File: config.mk
export PLATFORM = sky130hd
export DESIGN_NAME = qrs_sqrt
export DESIGN_NICKNAME = d
export VERILOG_FILES = /design/src/hw/rtl/qrs_pkg.sv /design/src/hw/rtl/qrs_sqrt.sv
export SDC_FILE = /design/constraint.sdc
export NUM_CORES = 2
export LEC_CHECK = 0
export ABC_CLOCK_PERIOD_IN_PS = 4690
export BUFFER_PORTS_ARGS = -buffer_cell sky130_fd_sc_hd__buf_2
export CAP_MARGIN = 15
export CORE_ASPECT_RATIO = 1.4
export CORE_MARGIN = 8
export CORE_UTILIZATION = 64
export DETAILED_ROUTE_END_ITERATION = 8
export PLACE_DENSITY = 0.8
export SYNTH_ARGS = -nofsm -noshare
export SYNTH_HDL_FRONTEND = slang
export SYNTH_MEMORY_MAX_BITS = 65536
export SYNTH_SLANG_ARGS = --single-unit
File: constraint.sdc
create_clock -name i_clk -period 4.69 [get_ports i_clk]
set_input_delay 1.1725 -clock i_clk [delete_from_list [all_inputs] [get_ports i_clk]]
set_output_delay 1.1725 -clock i_clk [all_outputs]
set_load 0.01 [all_outputs]
File: src/hw/rtl/qrs_pkg.sv
// ----------------------------------------------------------------------------
// qrs_pkg
// Widths, payload types and case codes shared by the quadratic root solver.
// ----------------------------------------------------------------------------
package qrs_pkg;

    localparam int COEF_W   = 16;                 // coefficient width
    localparam int ROOT_W   = 32;                 // Q16.16 root width
    localparam int OUT_FRAC = 16;                 // root fraction bits
    localparam int D_W      = 2 * COEF_W + 2;     // discriminant, signed
    localparam int RAD_W    = D_W + 2 * OUT_FRAC; // sqrt radicand, D * 2^32
    localparam int SQ_W     = RAD_W / 2;          // sqrt result bits
    localparam int SQ_RW    = SQ_W + 3;           // sqrt partial remainder
    localparam int NUM_W    = SQ_W + 3;           // divider numerator, signed
    localparam int DEN_W    = COEF_W + 1;         // divider denominator, signed
    localparam int QT_W     = NUM_W + 1;          // quotient of 2|n|+|d| / 2|d|
    localparam int DV_W     = DEN_W + 1;          // 2|d|
    localparam int DR_W     = DV_W + 1;           // divider partial remainder
    localparam int DIV_LAT  = QT_W + 1;           // magnitude stage plus one per bit

    localparam logic [QT_W-1:0] Q_POS_MAX =
        {{(QT_W-ROOT_W+1){1'b0}}, {(ROOT_W-1){1'b1}}};
    localparam logic [QT_W-1:0] Q_NEG_MAX = Q_POS_MAX + QT_W'(1);

    localparam logic [2:0] CASE_NONE     = 3'd0;
    localparam logic [2:0] CASE_INFINITE = 3'd1;
    localparam logic [2:0] CASE_LINEAR   = 3'd2;
    localparam logic [2:0] CASE_DOUBLE   = 3'd3;
    localparam logic [2:0] CASE_TWO      = 3'd4;

    typedef struct packed {
        logic signed [COEF_W-1:0] coef_a;
        logic signed [COEF_W-1:0] coef_b;
        logic signed [COEF_W-1:0] coef_c;
    } t_in;

    typedef struct packed {
        logic [2:0]               case_code;
        logic signed [ROOT_W-1:0] root_one;
        logic signed [ROOT_W-1:0] root_two;
        logic                     saturated;
    } t_out;

    // travels alongside the square root
    typedef struct packed {
        logic                     vld;
        logic [2:0]               code;
        logic signed [COEF_W-1:0] a;
        logic signed [COEF_W-1:0] b;
        logic signed [COEF_W-1:0] c;
    } t_smeta;

    // travels alongside the dividers
    typedef struct packed {
        logic       vld;
        logic [2:0] code;
    } t_dmeta;

endpackage

File: src/hw/rtl/qrs_sqrt.sv
// ----------------------------------------------------------------------------
// qrs_sqrt
// Pipelined restoring integer square root of {i_rad, 32'b0}, one result bit
// per stage.
// ----------------------------------------------------------------------------
module qrs_sqrt (
    input  logic                      i_clk,
    input  logic                      i_en,
    input  logic [qrs_pkg::D_W-1:0]   i_rad,
    output logic [qrs_pkg::SQ_W-1:0]  o_root
);
    import qrs_pkg::*;

    logic [SQ_RW-1:0] r_rem  [SQ_W];
    logic [SQ_W-1:0]  r_root [SQ_W];
    logic [RAD_W-1:0] r_rad  [SQ_W];

    for (genvar g = 0; g < SQ_W; g++) begin : g_stg
        logic [SQ_RW-1:0] rem_in;
        logic [SQ_RW-1:0] shifted;
        logic [SQ_RW-1:0] trial;
        logic [SQ_W-1:0]  root_in;
        logic [RAD_W-1:0] rad_in;
        logic [SQ_RW-1:0] n_rem;
        logic [SQ_W-1:0]  n_root;

        if (g == 0) begin : g_first
            assign rem_in  = '0;
            assign root_in = '0;
            assign rad_in  = {i_rad, {(2*OUT_FRAC){1'b0}}};
        end else begin : g_next
            assign rem_in  = r_rem[g-1];
            assign root_in = r_root[g-1];
            assign rad_in  = r_rad[g-1];
        end

        // remainder stays below 2*root+1, so the top two bits are free
        assign shifted = {rem_in[SQ_RW-3:0], rad_in[RAD_W-1 -: 2]};
        assign trial   = {1'b0, root_in, 2'b01};

        always_comb begin
            if (shifted >= trial) begin
                n_rem  = shifted - trial;
                n_root = {root_in[SQ_W-2:0], 1'b1};
            end else begin
                n_rem  = shifted;
                n_root = {root_in[SQ_W-2:0], 1'b0};
            end
        end

        always_ff @(posedge i_clk) begin
            if (i_en) begin
                r_rem[g]  <= n_rem;
                r_root[g] <= n_root;
                r_rad[g]  <= {rad_in[RAD_W-3:0], 2'b00};
            end
        end
    end

    assign o_root = r_root[SQ_W-1];

endmodule

# Word level (Yosys, flattened, before mapping)
# Memory sizes are Yosys's and may differ from the RTL's.
# Index checks and enable logic that the tools add are counted.
[op_classes]
n_addsub = 33
n_lt_le_gt_ge = 33
mux = 68
[op_table]
columns = ["operator", "count"]
rows = [
  ["2-to-1 mux 36 bit", 33],
  ["greater-or-equal comparator 36 x 35 -> 1 bit", 32],
  ["subtractor 36 x 35 -> 36 bit", 32],
  ["2-to-1 mux 1 bit", 35],
  ["subtractor 2 x 1 -> 3 bit (second input constant)", 1],
  ["greater-or-equal comparator 2 x 1 -> 1 bit (second input constant)", 1],
]
[word_totals]
ram_bits = 4389
out_inout_bits = 33
elab_cells = 137
inputBits = 36
mem_count = 3
regBits = 0
[memory_table]
columns = ["name", "depth", "word_bits", "rd", "rd_clocked_by_memory_dff", "write_ports", "line_no", "source"]
rows = [
  ["r_rad", 33, 64, 32, 0, 33, "qrs_sqrt.sv:16", "logic [RAD_W-1:0] r_rad [SQ_W];"],
  ["r_rem", 33, 36, 32, 0, 33, "qrs_sqrt.sv:14", "logic [SQ_RW-1:0] r_rem [SQ_W];"],
  ["r_root", 33, 33, 33, 0, 33, "qrs_sqrt.sv:15", "logic [SQ_W-1:0] r_root [SQ_W];"],
]

# Depth between registers and ports, before layout
# An unclocked memory read counts as a cell.
[depth]
depth_word = 3
ltp_mapped = 16
mapped_depth_nobuf = 14

# Worst setup path before layout
# OpenSTA, ideal clock, no wires.
[synth_path]
path_type = "reg2reg"
from = "memory r_rem[0][1080] (netlist name)"
to = "memory r_rem[0][1135] (netlist name), data pin"
path_buffers = 2
path_stages_with_launch = 14
path_slack_ns = 0.808
t_arrival_ns = 3.623
synth_period_minus_slack_ns = 3.882
setup_time_ns = 0.260
t_required_ns = 4.430
cell_sequence = "edfxtp_1 -> ha_1 -> fa_1 -> a211oi_1 -> o211ai_1 -> a221oi_1 -> a211oi_1 -> a41oi_1 -> o311ai_1 -> a21oi_1 -> o31a_1 -> buf_2 -> buf_2 -> mux2_2"
[synth_rtl]
columns = ["element", "line_no"]
rows = [
  ["start: declaration", "qrs_sqrt.sv:14"],
]

==> qor.csv <==
metric,value,unit
initial_core_util,0.645,
ys_top_cells_by_area,"edfxtp_1, ha_1, xnor2_1",
drtAntennaViolNets,0,
gr-total-overflow,0,
grt_pass1_wl,333000,um
r2r.worst_path.cells,12,
path_cells,ha_1 -> a21o_1 -> a21oi_1 -> o21ai_0 -> a2111oi_1 -> o31ai_1 -> a221o_1 -> a311oi_1 -> buf_4 -> nor3b_1 -> a2111oi_0 -> xor2_1,
reg2reg_from,r_rem[0][936],
rsz0062_at_grt,no,
worstPathMaxFanout,4,
gp_congestion,0.976,
yosysUniqueCellTypes,95,
synth_most_common_cell,edfxtp_1,
finalCriticalPeriod,4.53,ns
multiInputGateArea,0.0377,sq mm
die_width,344,um
n_fill_cell,9727,
leakagePower,41.4,nW
path_class,register to register,
crit_path_start_kind,register,
port_buffers,68,
status,completed,
final_nets,9137,
period_share,0.966,
clkLatencyLatePin,0.84,ns
fmax,221,MHz
die_y,476,um
async_reset_ff_frac,0,
layout-drive-gt1-share,0.0706,
via_per_inst,6.07,
vias,64600,
critPathMaxStageDelay,0.72,ns
cp-startpoint,r_rem[0][936],
antenna_found_initial,3,
wl,211000,um
crit_arrival,5.05,ns
yosys_warnings,0,
dp_hpwl,155000,um
numCtsBuffers,175,
drtPass1Iterations,7,
hp-class,register to register,
endpoint,r_rem[0][1003],
yosysTopAreaCellShare,0.576,
rrSetupSlack,0.16,ns
slew_violations,0,
drc,0,
finalHoldViolCount,0,
synth-main-ff-cell,edfxtp_1,
cp.required,5.20,ns
clock-root-buffer,clkbuf_16,
worst_slew_pin_slew,1.12,ns
grt_use_total,0.254,
synth.avg_cell_area,11.7,sq um
syn_nets,8909,
yosysSeqAreaShare,0.576,
rows,168,
slowest_stage,a2111oi_1,
synth_edf_count,1855,
grt_pass1_vias,67700,
regArea,0.0557,sq mm
syn_inst,8293,
drv_cap,0,
relSlewSlack,0.237,
finClkSkew,0.0540,ns
fin_setup_tns,0,ns
core,0.150,sq mm
total_power,50.3,mW
clock-sinks,1855,
setup_viol,0,
peakVddDrop,417,uV
die_area,0.164,sq mm
wire_per_inst,19.8,um
area_growth,9.86,%
r2r-end,r_rem[0][1003],
drt-initial-drc-count,4477,
cts_htree_levels,4,
cellPowerDensity,474,mW/mm^2
clk_path_buf_depth,3,
yosysTopAreaCell,edfxtp_1,
clk_pin_slew,0.07,ns
endpoint_kind,register,
ioPinCount,69,
synth-seq-cells,1855,
syn_area,0.0967,sq mm
synth_common_cells,"edfxtp_1, inv_1, nand2_1",
grt_max_degree,113,
cts_tree,yes,
-- worst max-delay path: cells and delay by family (launching register included) --
kind	cells	cell delay, ns
and+or+nand+nor	1	0.06
xor gates and xnor gates	1	0.12
AOI/OAI and AO/OA	8	3.01
buffers and inverters	1	0.20
DFF	1	0.47
adders and majority gates	1	0.34
-- cells by family after synthesis --
logic type / Yosys count / share of synthesized area
flops: 1855 / 0.576
compound gates: 1821 / 0.117
other cells: 1 / 0.0000388
xor+xnor: 818 / 0.0741
mux: 71 / 0.00822
simple gates: 2266 / 0.114
buf+inv: 881 / 0.0345
fa+ha+maj: 580 / 0.0762
-- how the worst min path moves through the flow --
stage | start | endpoint | cells past startpoint
2_1_floorplan | r_rad[0][34] | r_rad[0][100] | 0
3_3_place_gp | r_rad[0][253] | r_rad[0][319] | 0
3_5_place_dp | r_rad[0][48] | r_rad[0][114] | 0
4_1_cts | r_rad[0][32] | r_rad[0][98] | 0
5_1_grt | r_rad[0][428] | r_rad[0][494] | 0
6_report | r_rad[0][299] | r_rad[0][365] | 0
-- metal layers --
metal  vias to the layer above  share of wire  global-route usage
met5                         -       0.000081                   0
met4                         2          0.069               0.163
met3                       770          0.035              0.0336
met2                      1822           0.58               0.527
met1                     31200           0.32               0.218
li1                      30800              -                   -
-- cell type report --
cell class	instances	share of cell area
inverter	739	0.0261
sequential	1855	0.525
multi-input combinational	5557	0.355
clock buffer	201	0.0424
clock inverter	126	0.0134
antenna	1	0.0000236
tap	1955	0.0230
timing repair buffer	193	0.0156
-- flip-flops by register name (all words and copies together), names as in the netlist --
register / cells
r_rem: 1022
r_rad: 272
r_root: 561
-- what timing repair did --
action / CTS / global route
resized for setup: 0 / 5
endpoints found under the setup margin: 0 / 33
hold buffers: 0 / 0
buffers inserted: 0 / 0
-- report_power, final --
part	switching, mW	total, mW	internal [mW]
Sequential	1.67	23.1	21.5
Combinational	7.24	12.6	5.31
Clock	6.35	14.6	8.29
-- layout by cell type, fill, tap and decap left out, drive strengths merged, types with 45 or more instances in the layout --
cell type | Yosys | routed
a211oi | 53 | 53
a21o | 236 | 236
a21oi | 501 | 501
and3 | 45 | 45
buf | 27 | 193
clkbuf | 115 | 201
clkinv | 2 | 78
edfxtp | 1855 | 1855
ha | 565 | 565
inv | 737 | 747
mux2 | 67 | 67
nand2 | 696 | 696
nand2b | 106 | 106
nand3 | 121 | 121
nand4 | 68 | 68
nor2 | 516 | 516
nor2b | 90 | 90
nor3 | 225 | 225
nor4 | 116 | 116
o211ai | 47 | 47
o21a | 93 | 93
o21ai | 536 | 536
o21bai | 49 | 49
o31ai | 71 | 71
or3 | 80 | 80
or4 | 49 | 49
xnor2 | 423 | 423
xor2 | 395 | 395
-- per-stage QoR --
stage          utilization  instance area [sq um]  worst slack [ns]  std cells  hold slack [ns]
2_1_floorplan            -                  96700             0.808       8293            0.400
3_3_place_gp         0.669                 100000             0.277      10300            0.401
3_5_place_dp         0.669                 100000             0.157      10300            0.405
4_1_cts              0.708                 106000             0.111      10600            0.413
5_1_grt              0.709                 106000            0.0342      10600            0.422
6_report             0.709                 106000             0.157      10600            0.414
Power figures use the tool's default switching activity.
