### config.mk
export PLATFORM = sky130hd
export DESIGN_NAME = qrs_div
export DESIGN_NICKNAME = d
export VERILOG_FILES = /design/src/hw/rtl/qrs_pkg.sv /design/src/hw/rtl/qrs_div.sv
export SDC_FILE = /design/constraint.sdc
export NUM_CORES = 2
export LEC_CHECK = 0
export BUFFER_PORTS_ARGS = -buffer_cell sky130_fd_sc_hd__clkbuf_2
export CAP_MARGIN = 25
export CORE_AREA = 10 10 639 327
export DETAILED_ROUTE_END_ITERATION = 8
export DIE_AREA = 0 0 649 337
export GPL_TIMING_DRIVEN = 0
export PLACE_DENSITY = 0.88
export SLEW_MARGIN = 0
export SYNTH_ARGS = -nofsm -noshare
export SYNTH_HDL_FRONTEND = slang
export SYNTH_MEMORY_MAX_BITS = 65536
export SYNTH_SLANG_ARGS = --single-unit
### constraint.sdc
create_clock -name i_clk -period 13.6 [get_ports i_clk]
set_clock_uncertainty 0.2 [all_clocks]
set_input_delay 1.36 -clock i_clk [delete_from_list [all_inputs] [get_ports i_clk]]
set_output_delay 1.36 -clock i_clk [all_outputs]
set_load 0.01 [all_outputs]
### src/hw/rtl/qrs_pkg.sv
// ----------------------------------------------------------------------------
// qrs_pkg
// Widths, payload types and case codes shared by the quadratic root solver.
// ----------------------------------------------------------------------------
package qrs_pkg;

    localparam int COEF_W   = 16;                 // coefficient width
    localparam int ROOT_W   = 32;                 // Q16.16 root width
    localparam int OUT_FRAC = 16;                 // root fraction bits
    localparam int D_W      = 2 * COEF_W + 2;     // discriminant, signed
    localparam int RAD_W    = D_W + 2 * OUT_FRAC; // sqrt radicand, D * 2^32
    localparam int SQ_W     = RAD_W / 2;          // sqrt result bits
    localparam int SQ_RW    = SQ_W + 3;           // sqrt partial remainder
    localparam int NUM_W    = SQ_W + 3;           // divider numerator, signed
    localparam int DEN_W    = COEF_W + 1;         // divider denominator, signed
    localparam int QT_W     = NUM_W + 1;          // quotient of 2|n|+|d| / 2|d|
    localparam int DV_W     = DEN_W + 1;          // 2|d|
    localparam int DR_W     = DV_W + 1;           // divider partial remainder
    localparam int DIV_LAT  = QT_W + 1;           // magnitude stage plus one per bit

    localparam logic [QT_W-1:0] Q_POS_MAX =
        {{(QT_W-ROOT_W+1){1'b0}}, {(ROOT_W-1){1'b1}}};
    localparam logic [QT_W-1:0] Q_NEG_MAX = Q_POS_MAX + QT_W'(1);

    localparam logic [2:0] CASE_NONE     = 3'd0;
    localparam logic [2:0] CASE_INFINITE = 3'd1;
    localparam logic [2:0] CASE_LINEAR   = 3'd2;
    localparam logic [2:0] CASE_DOUBLE   = 3'd3;
    localparam logic [2:0] CASE_TWO      = 3'd4;

    typedef struct packed {
        logic signed [COEF_W-1:0] coef_a;
        logic signed [COEF_W-1:0] coef_b;
        logic signed [COEF_W-1:0] coef_c;
    } t_in;

    typedef struct packed {
        logic [2:0]               case_code;
        logic signed [ROOT_W-1:0] root_one;
        logic signed [ROOT_W-1:0] root_two;
        logic                     saturated;
    } t_out;

    // travels alongside the square root
    typedef struct packed {
        logic                     vld;
        logic [2:0]               code;
        logic signed [COEF_W-1:0] a;
        logic signed [COEF_W-1:0] b;
        logic signed [COEF_W-1:0] c;
    } t_smeta;

    // travels alongside the dividers
    typedef struct packed {
        logic       vld;
        logic [2:0] code;
    } t_dmeta;

endpackage

### src/hw/rtl/qrs_div.sv
// ----------------------------------------------------------------------------
// qrs_div
// Pipelined rounding divider: quotient magnitude (2|n|+|d|) / (2|d|), one
// quotient bit per stage, sign given apart.
// ----------------------------------------------------------------------------
module qrs_div (
    input  logic                             i_clk,
    input  logic                             i_en,
    input  logic signed [qrs_pkg::NUM_W-1:0] i_num,
    input  logic signed [qrs_pkg::DEN_W-1:0] i_den,
    output logic [qrs_pkg::QT_W-1:0]         o_quo,
    output logic                             o_neg
);
    import qrs_pkg::*;

    logic [NUM_W-1:0] nm;
    logic [DEN_W-1:0] dm;
    logic [QT_W-1:0]  r_pn;
    logic [DV_W-1:0]  r_pdv;
    logic             r_pneg;

    assign nm = i_num[NUM_W-1] ? NUM_W'(-i_num) : NUM_W'(i_num);
    assign dm = i_den[DEN_W-1] ? DEN_W'(-i_den) : DEN_W'(i_den);

    always_ff @(posedge i_clk) begin
        if (i_en) begin
            r_pn   <= {nm, 1'b0} + QT_W'(dm);
            r_pdv  <= {dm, 1'b0};
            r_pneg <= i_num[NUM_W-1] ^ i_den[DEN_W-1];
        end
    end

    logic [DR_W-1:0] r_rem [QT_W];
    logic [QT_W-1:0] r_q   [QT_W];
    logic [QT_W-1:0] r_n   [QT_W];
    logic [DV_W-1:0] r_dv  [QT_W];
    logic            r_neg [QT_W];

    for (genvar g = 0; g < QT_W; g++) begin : g_stg
        logic [DR_W-1:0] rem_in;
        logic [DR_W-1:0] shifted;
        logic [QT_W-1:0] q_in;
        logic [QT_W-1:0] n_in;
        logic [DV_W-1:0] dv_in;
        logic            neg_in;
        logic [DR_W-1:0] n_rem;
        logic [QT_W-1:0] n_q;

        if (g == 0) begin : g_first
            assign rem_in = '0;
            assign q_in   = '0;
            assign n_in   = r_pn;
            assign dv_in  = r_pdv;
            assign neg_in = r_pneg;
        end else begin : g_next
            assign rem_in = r_rem[g-1];
            assign q_in   = r_q[g-1];
            assign n_in   = r_n[g-1];
            assign dv_in  = r_dv[g-1];
            assign neg_in = r_neg[g-1];
        end

        // remainder is below the divisor, so the top bit is free
        assign shifted = {rem_in[DR_W-2:0], n_in[QT_W-1]};

        always_comb begin
            if (shifted >= {1'b0, dv_in}) begin
                n_rem = shifted - {1'b0, dv_in};
                n_q   = {q_in[QT_W-2:0], 1'b1};
            end else begin
                n_rem = shifted;
                n_q   = {q_in[QT_W-2:0], 1'b0};
            end
        end

        always_ff @(posedge i_clk) begin
            if (i_en) begin
                r_rem[g] <= n_rem;
                r_q[g]   <= n_q;
                r_n[g]   <= {n_in[QT_W-2:0], 1'b0};
                r_dv[g]  <= dv_in;
                r_neg[g] <= neg_in;
            end
        end
    end

    assign o_quo = r_q[QT_W-1];
    assign o_neg = r_neg[QT_W-1];

endmodule

# Yosys cells after proc, flatten, opt, wreduce, memory -nomap -nowiden
# Memory sizes are Yosys's and may differ from the RTL's.
# Cells that the tools add are included.
[totals]
ff_bits = 55
latchBits = 0
ramBits = 4107
rom_bits = 0
inputBits = 55
out_inout_bits = 38
wordCells = 164
mem_count = 5
[classes]
addsub = 40
mul = 0
n_div = 0
n_lt_le_gt_ge = 37
n_eq_ne = 0
n_shift = 0
n_mux = 78
bitwise = 1
n_reduce_logical = 0
[mem_list]
columns = ["memory", "depth", "word_bits", "read_ports", "rd_ports_with_merged_regs", "write_ports", "line", "text"]
rows = [
  ["r_q", 37, 37, 37, 0, 37, "qrs_div.sv:34", "logic [QT_W-1:0] r_q [QT_W];"],
  ["r_n", 37, 36, 36, 0, 37, "qrs_div.sv:35", "logic [QT_W-1:0] r_n [QT_W];"],
  ["r_rem", 37, 19, 36, 0, 37, "qrs_div.sv:33", "logic [DR_W-1:0] r_rem [QT_W];"],
  ["r_dv", 37, 18, 36, 0, 37, "qrs_div.sv:36", "logic [DV_W-1:0] r_dv [QT_W];"],
  ["r_neg", 37, 1, 37, 0, 37, "qrs_div.sv:37", "logic r_neg [QT_W];"],
]
[ops]
columns = ["cell", "n"]
rows = [
  ["$mux 19", 37],
  ["$ge 19x18->1", 36],
  ["$sub 19x18->19", 36],
  ["$mux 1", 39],
  ["$add 37x17->37", 1],
  ["$mux 36", 1],
  ["$neg 36->36", 1],
  ["$sub 1x18->19", 1],
  ["$ge 1x18->1", 1],
  ["$mux 17", 1],
  ["$neg 17->17", 1],
  ["$xor 1x1->1", 1],
]

# Longest topological paths before layout
[logic_depth]
word_depth = 3
mapped_depth = 18
ltp_nobuf = 16

# Least setup slack after synthesis
# No wires, ideal clock.
[synth_timing]
path_kind = "input -> register"
start = "input port i_num[35] (netlist name)"
end = "register r_pn[26], in the netlist g_stg[0].n_in[26] (data pin)"
setup_ps = 261
arrival_ps = 4936
required_time_ps = 13139
slack_ps = 8203
cell_stages = 17
path_buffers = 5
cell_sequence = "clkbuf_1 -> clkbuf_1 -> clkbuf_1 -> clkbuf_1 -> o21ai_0 -> ha_1 -> a21o_1 -> a21oi_1 -> o21ai_0 -> a2111oi_0 -> o41a_1 -> a211oi_1 -> a21o_1 -> buf_2 -> nor2b_1 -> nand2_1 -> xor2_1"
[synth_between]
elab_chain_cells = 2
[synth_lines]
columns = ["item", "line", "text"]
rows = [
  ["start, declared", "qrs_div.sv:9", "input logic signed [qrs_pkg::NUM_W-1:0] i_num,"],
  ["$mux 36", "qrs_div.sv:22", "assign nm = i_num[NUM_W-1] ? NUM_W'(-i_num) : NUM_W'(i_num);"],
  ["$add 37x17->37", "qrs_div.sv:27", "r_pn <= {nm, 1'b0} + QT_W'(dm);"],
  ["end signal, assigned", "qrs_div.sv:27", ""],
  ["end, declared", "qrs_div.sv:18", "logic [QT_W-1:0] r_pn;"],
]
# Every way passes these cells.
# A chain may end at the register's enable or synchronous reset.

# Final worst setup path
[layout_timing]
start = "input port i_num[35] (netlist name)"
end = "register r_pn[28], in the netlist g_stg[0].n_in[28] (data pin)"
# Same word-level chain as after synthesis.

==> summary.txt <==
outcome -> complete, no violations
HP Start -> r_n[2][92]
crit path from -> i_num[35]
Fin. Hold Viols -> 0
clock root buffer -> clkbuf_16
Worst EP required -> 14.06 ns
Post-synth top flop -> edfxtp_1
area share of the largest cell type after synthesis -> 68.13%
DRT antenna net count -> 0
Crit path arrival time -> 6.69 ns
count leader, synth -> edfxtp_1
clock buffer depth -> 4
final layout net count -> 9,351
Setup Fix Bufs, Post-CTS -> 0
# hold bufs at CTS -> 0
DIE WIDTH -> 649 µm
Syn Area/Cell -> 14.31 µm²
R2R setup slack -> 8.19 ns
height of the die -> 337 µm
drt total wl -> 252,400 µm
setup total negative slack -> 0 ns
VDD IR max -> 0.0001227 V
largest net degree at the start of global routing -> 132
Vias -> 68,837
Filler Cell Count -> 13,514
reg2reg path depth -> 14
Worst Hold Class -> reg -> reg
post-synth cell types -> 72
Worst path max stage delay -> 0.73 ns
fin crit share -> 45.80%
TritonCTS clock tree -> built
register area share after synthesis -> 68.13%
CP Capture Type -> register
share of cells above drive strength 1 -> 9.456%
initial DRC count -> 9,651
Syn Std Cell Area -> 0.1183 mm²
drt wl/cell -> 22.01 µm
Final Slew Violations -> 0
critical path cell sequence -> clkbuf_2, clkbuf_1, clkbuf_1, clkbuf_1, clkbuf_1, o21ai_0, ha_1, a21o_1, a21oi_1, o21ai_0, a2111oi_0, o41a_1, a211oi_1, a21o_1, buf_2, nand2_1, xor2_1
antenna violations before repair -> 26
Worst Setup Start Kind -> primary input
crit path to -> g_stg[0].n_in[28]
Relative slew margins -> 28.57%
Layout area overhead -> 10.13%
IO Count -> 93
number of H-tree levels -> 4
Syn Nets -> 8,987
Critical R2R Capture -> r_rem[3][12]
DRT Pass-1 Iters -> 6
max-cap viol count -> 0
Worst-Margin Slew -> 1.060 ns
area leader, netlist -> edfxtp_1
post-route cell area -> 0.1303 mm²
Async SR Flop Fraction -> 0%
Final Setup Violations -> 0
RSZ-0062 raised after global routing -> false
full die area -> 0.2187 mm²
first-pass GRT wire length -> 383,300 µm
Slowest-stage cell, CP -> a2111oi_0
clock latency on the worst-skew pair -> 0.89 ns
Core Region -> 0.1984 mm²
placed cell area -> 0.1228 mm²
main area contributors after synthesis -> edfxtp_1 68%, ha_1 6.6%, mux2_2 2.8%
crit path max fanout -> 10
P per Cell Area -> 223.3 mW/mm²
Fmax -> 160.5 MHz
post_cts resized -> 0
Post-synth top cells -> 2,684 x edfxtp_1, 856 x inv_1, 631 x a21oi_1
CTS Buf Count -> 226
register bit total from synthesis -> 2,684
CTS sink count -> 2,684
vias per cell -> 6.003
vias in the first global route -> 64,333
DRC -> 0
Total GRT Usage -> 22.41%
R2R Path Start -> r_rem[2][57]
initial core utilization -> 59.62%
post-layout minimum cycle time -> 6.229 ns
crit-path most repeated cell -> clkbuf_1
Post-synth EDFFs -> 2,684
Syn Inst Count -> 8,268
P_leak -> 49.61 nW
Setup CP Type -> in -> reg
RePlAce Congestion -> 0.9276
Hold WS -> 0.1719 ns
FP Rows -> 116
I/O Buffers -> 90
Clock transition at path regs -> 0.08 ns
Ys Warns -> 0
Congestion Overflow GR -> 0
DP Wirelength -> 179,400 µm
[state kept, by name, summed over array words and instances, names as in the netlist]
register,cells
r_rem,648
r_q,703
r_dv,577
g_stg.neg_in,1
r_n,665
g_stg.n_in,37
r_neg,37
g_stg.dv_in,16
[logic make-up after synthesis]
logic type	synth area share, %
simple gates	6.654
mux	3.298
xor+xnor	3.532
fa+ha+maj	7.251
compound gates	8.050
buf+inv	3.083
flops	68.13
[cell type report]
class,instances,area (µm²),area share [%]
timing repair buffer,136,1277,0.9806
buffer,110,434.2,0.3333
sequential,2684,80600,61.87
clock inverter,141,1488,1.142
multi-input combinational,4618,34060,26.14
clock buffer,264,5883,4.516
tap,2655,3322,2.550
antenna,3,7.507,0.005762
inverter,856,3213,2.466
[power by group]
group          total [mW]  internal (mW)  switching (mW)
clock                6.56           3.62            2.94
sequential           12.2           11.2           0.982
combinational        10.3           4.31            6.00
[layer usage]
layer	routed length [µm]	track usage [%]
met1	122800	38.21
met3	33700	7.012
met5	191	0
met2	92060	27.44
met4	3684	3.819
[cell usage in the layout, fill, tap and decap left out, types with 135 or more instances in the layout]
| master | n |
|---|---|
| a21oi_1 | 631 |
| clkbuf_1 | 135 |
| clkbuf_16 | 230 |
| edfxtp_1 | 2684 |
| ha_1 | 628 |
| inv_1 | 856 |
| mux2_2 | 293 |
| nand2_1 | 227 |
| nor2_1 | 543 |
| o21ai_0 | 293 |
| xnor2_1 | 336 |
| xor2_1 | 141 |
[metrics by stage]
step | power (mW) | util (%) | setup WS (ns) | cells
floorplan | 19.02 | - | 8.203 | 8268
global placement | 22.52 | 61.52 | -34.51 | 11013
detailed placement | 22.12 | 61.87 | 6.646 | 11041
CTS | 28.82 | 65.58 | 7.573 | 11446
global route | 30.53 | 65.66 | 7.021 | 11466
finish | 29.09 | 65.66 | 7.371 | 11467
[worst min path at each step]
| stage | to | slack [ns] | depth (start not counted) |
|---|---|---|---|
| 6_report | r_n[2][129] | 0.17 | 0 |
| 5_1_grt | r_n[2][129] | 0.18 | 0 |
| 4_1_cts | r_n[2][129] | 0.17 | 0 |
| 2_1_floorplan | r_n[0][100] | 0.20 | 0 |
| 3_3_place_gp | r_q[4][139] | 0.20 | 0 |
| 3_5_place_dp | r_n[0][101] | 0.20 | 0 |
[worst max-delay path: cells and delay by family]
kind | cells | cell delay (ns)
compound gates | 8 | 2.33
buf+inv | 6 | 2.22
fa+ha+maj | 1 | 0.34
xor+xnor | 1 | 0.32
simple gates | 1 | 0.09
Power figures use the tool's default switching activity.
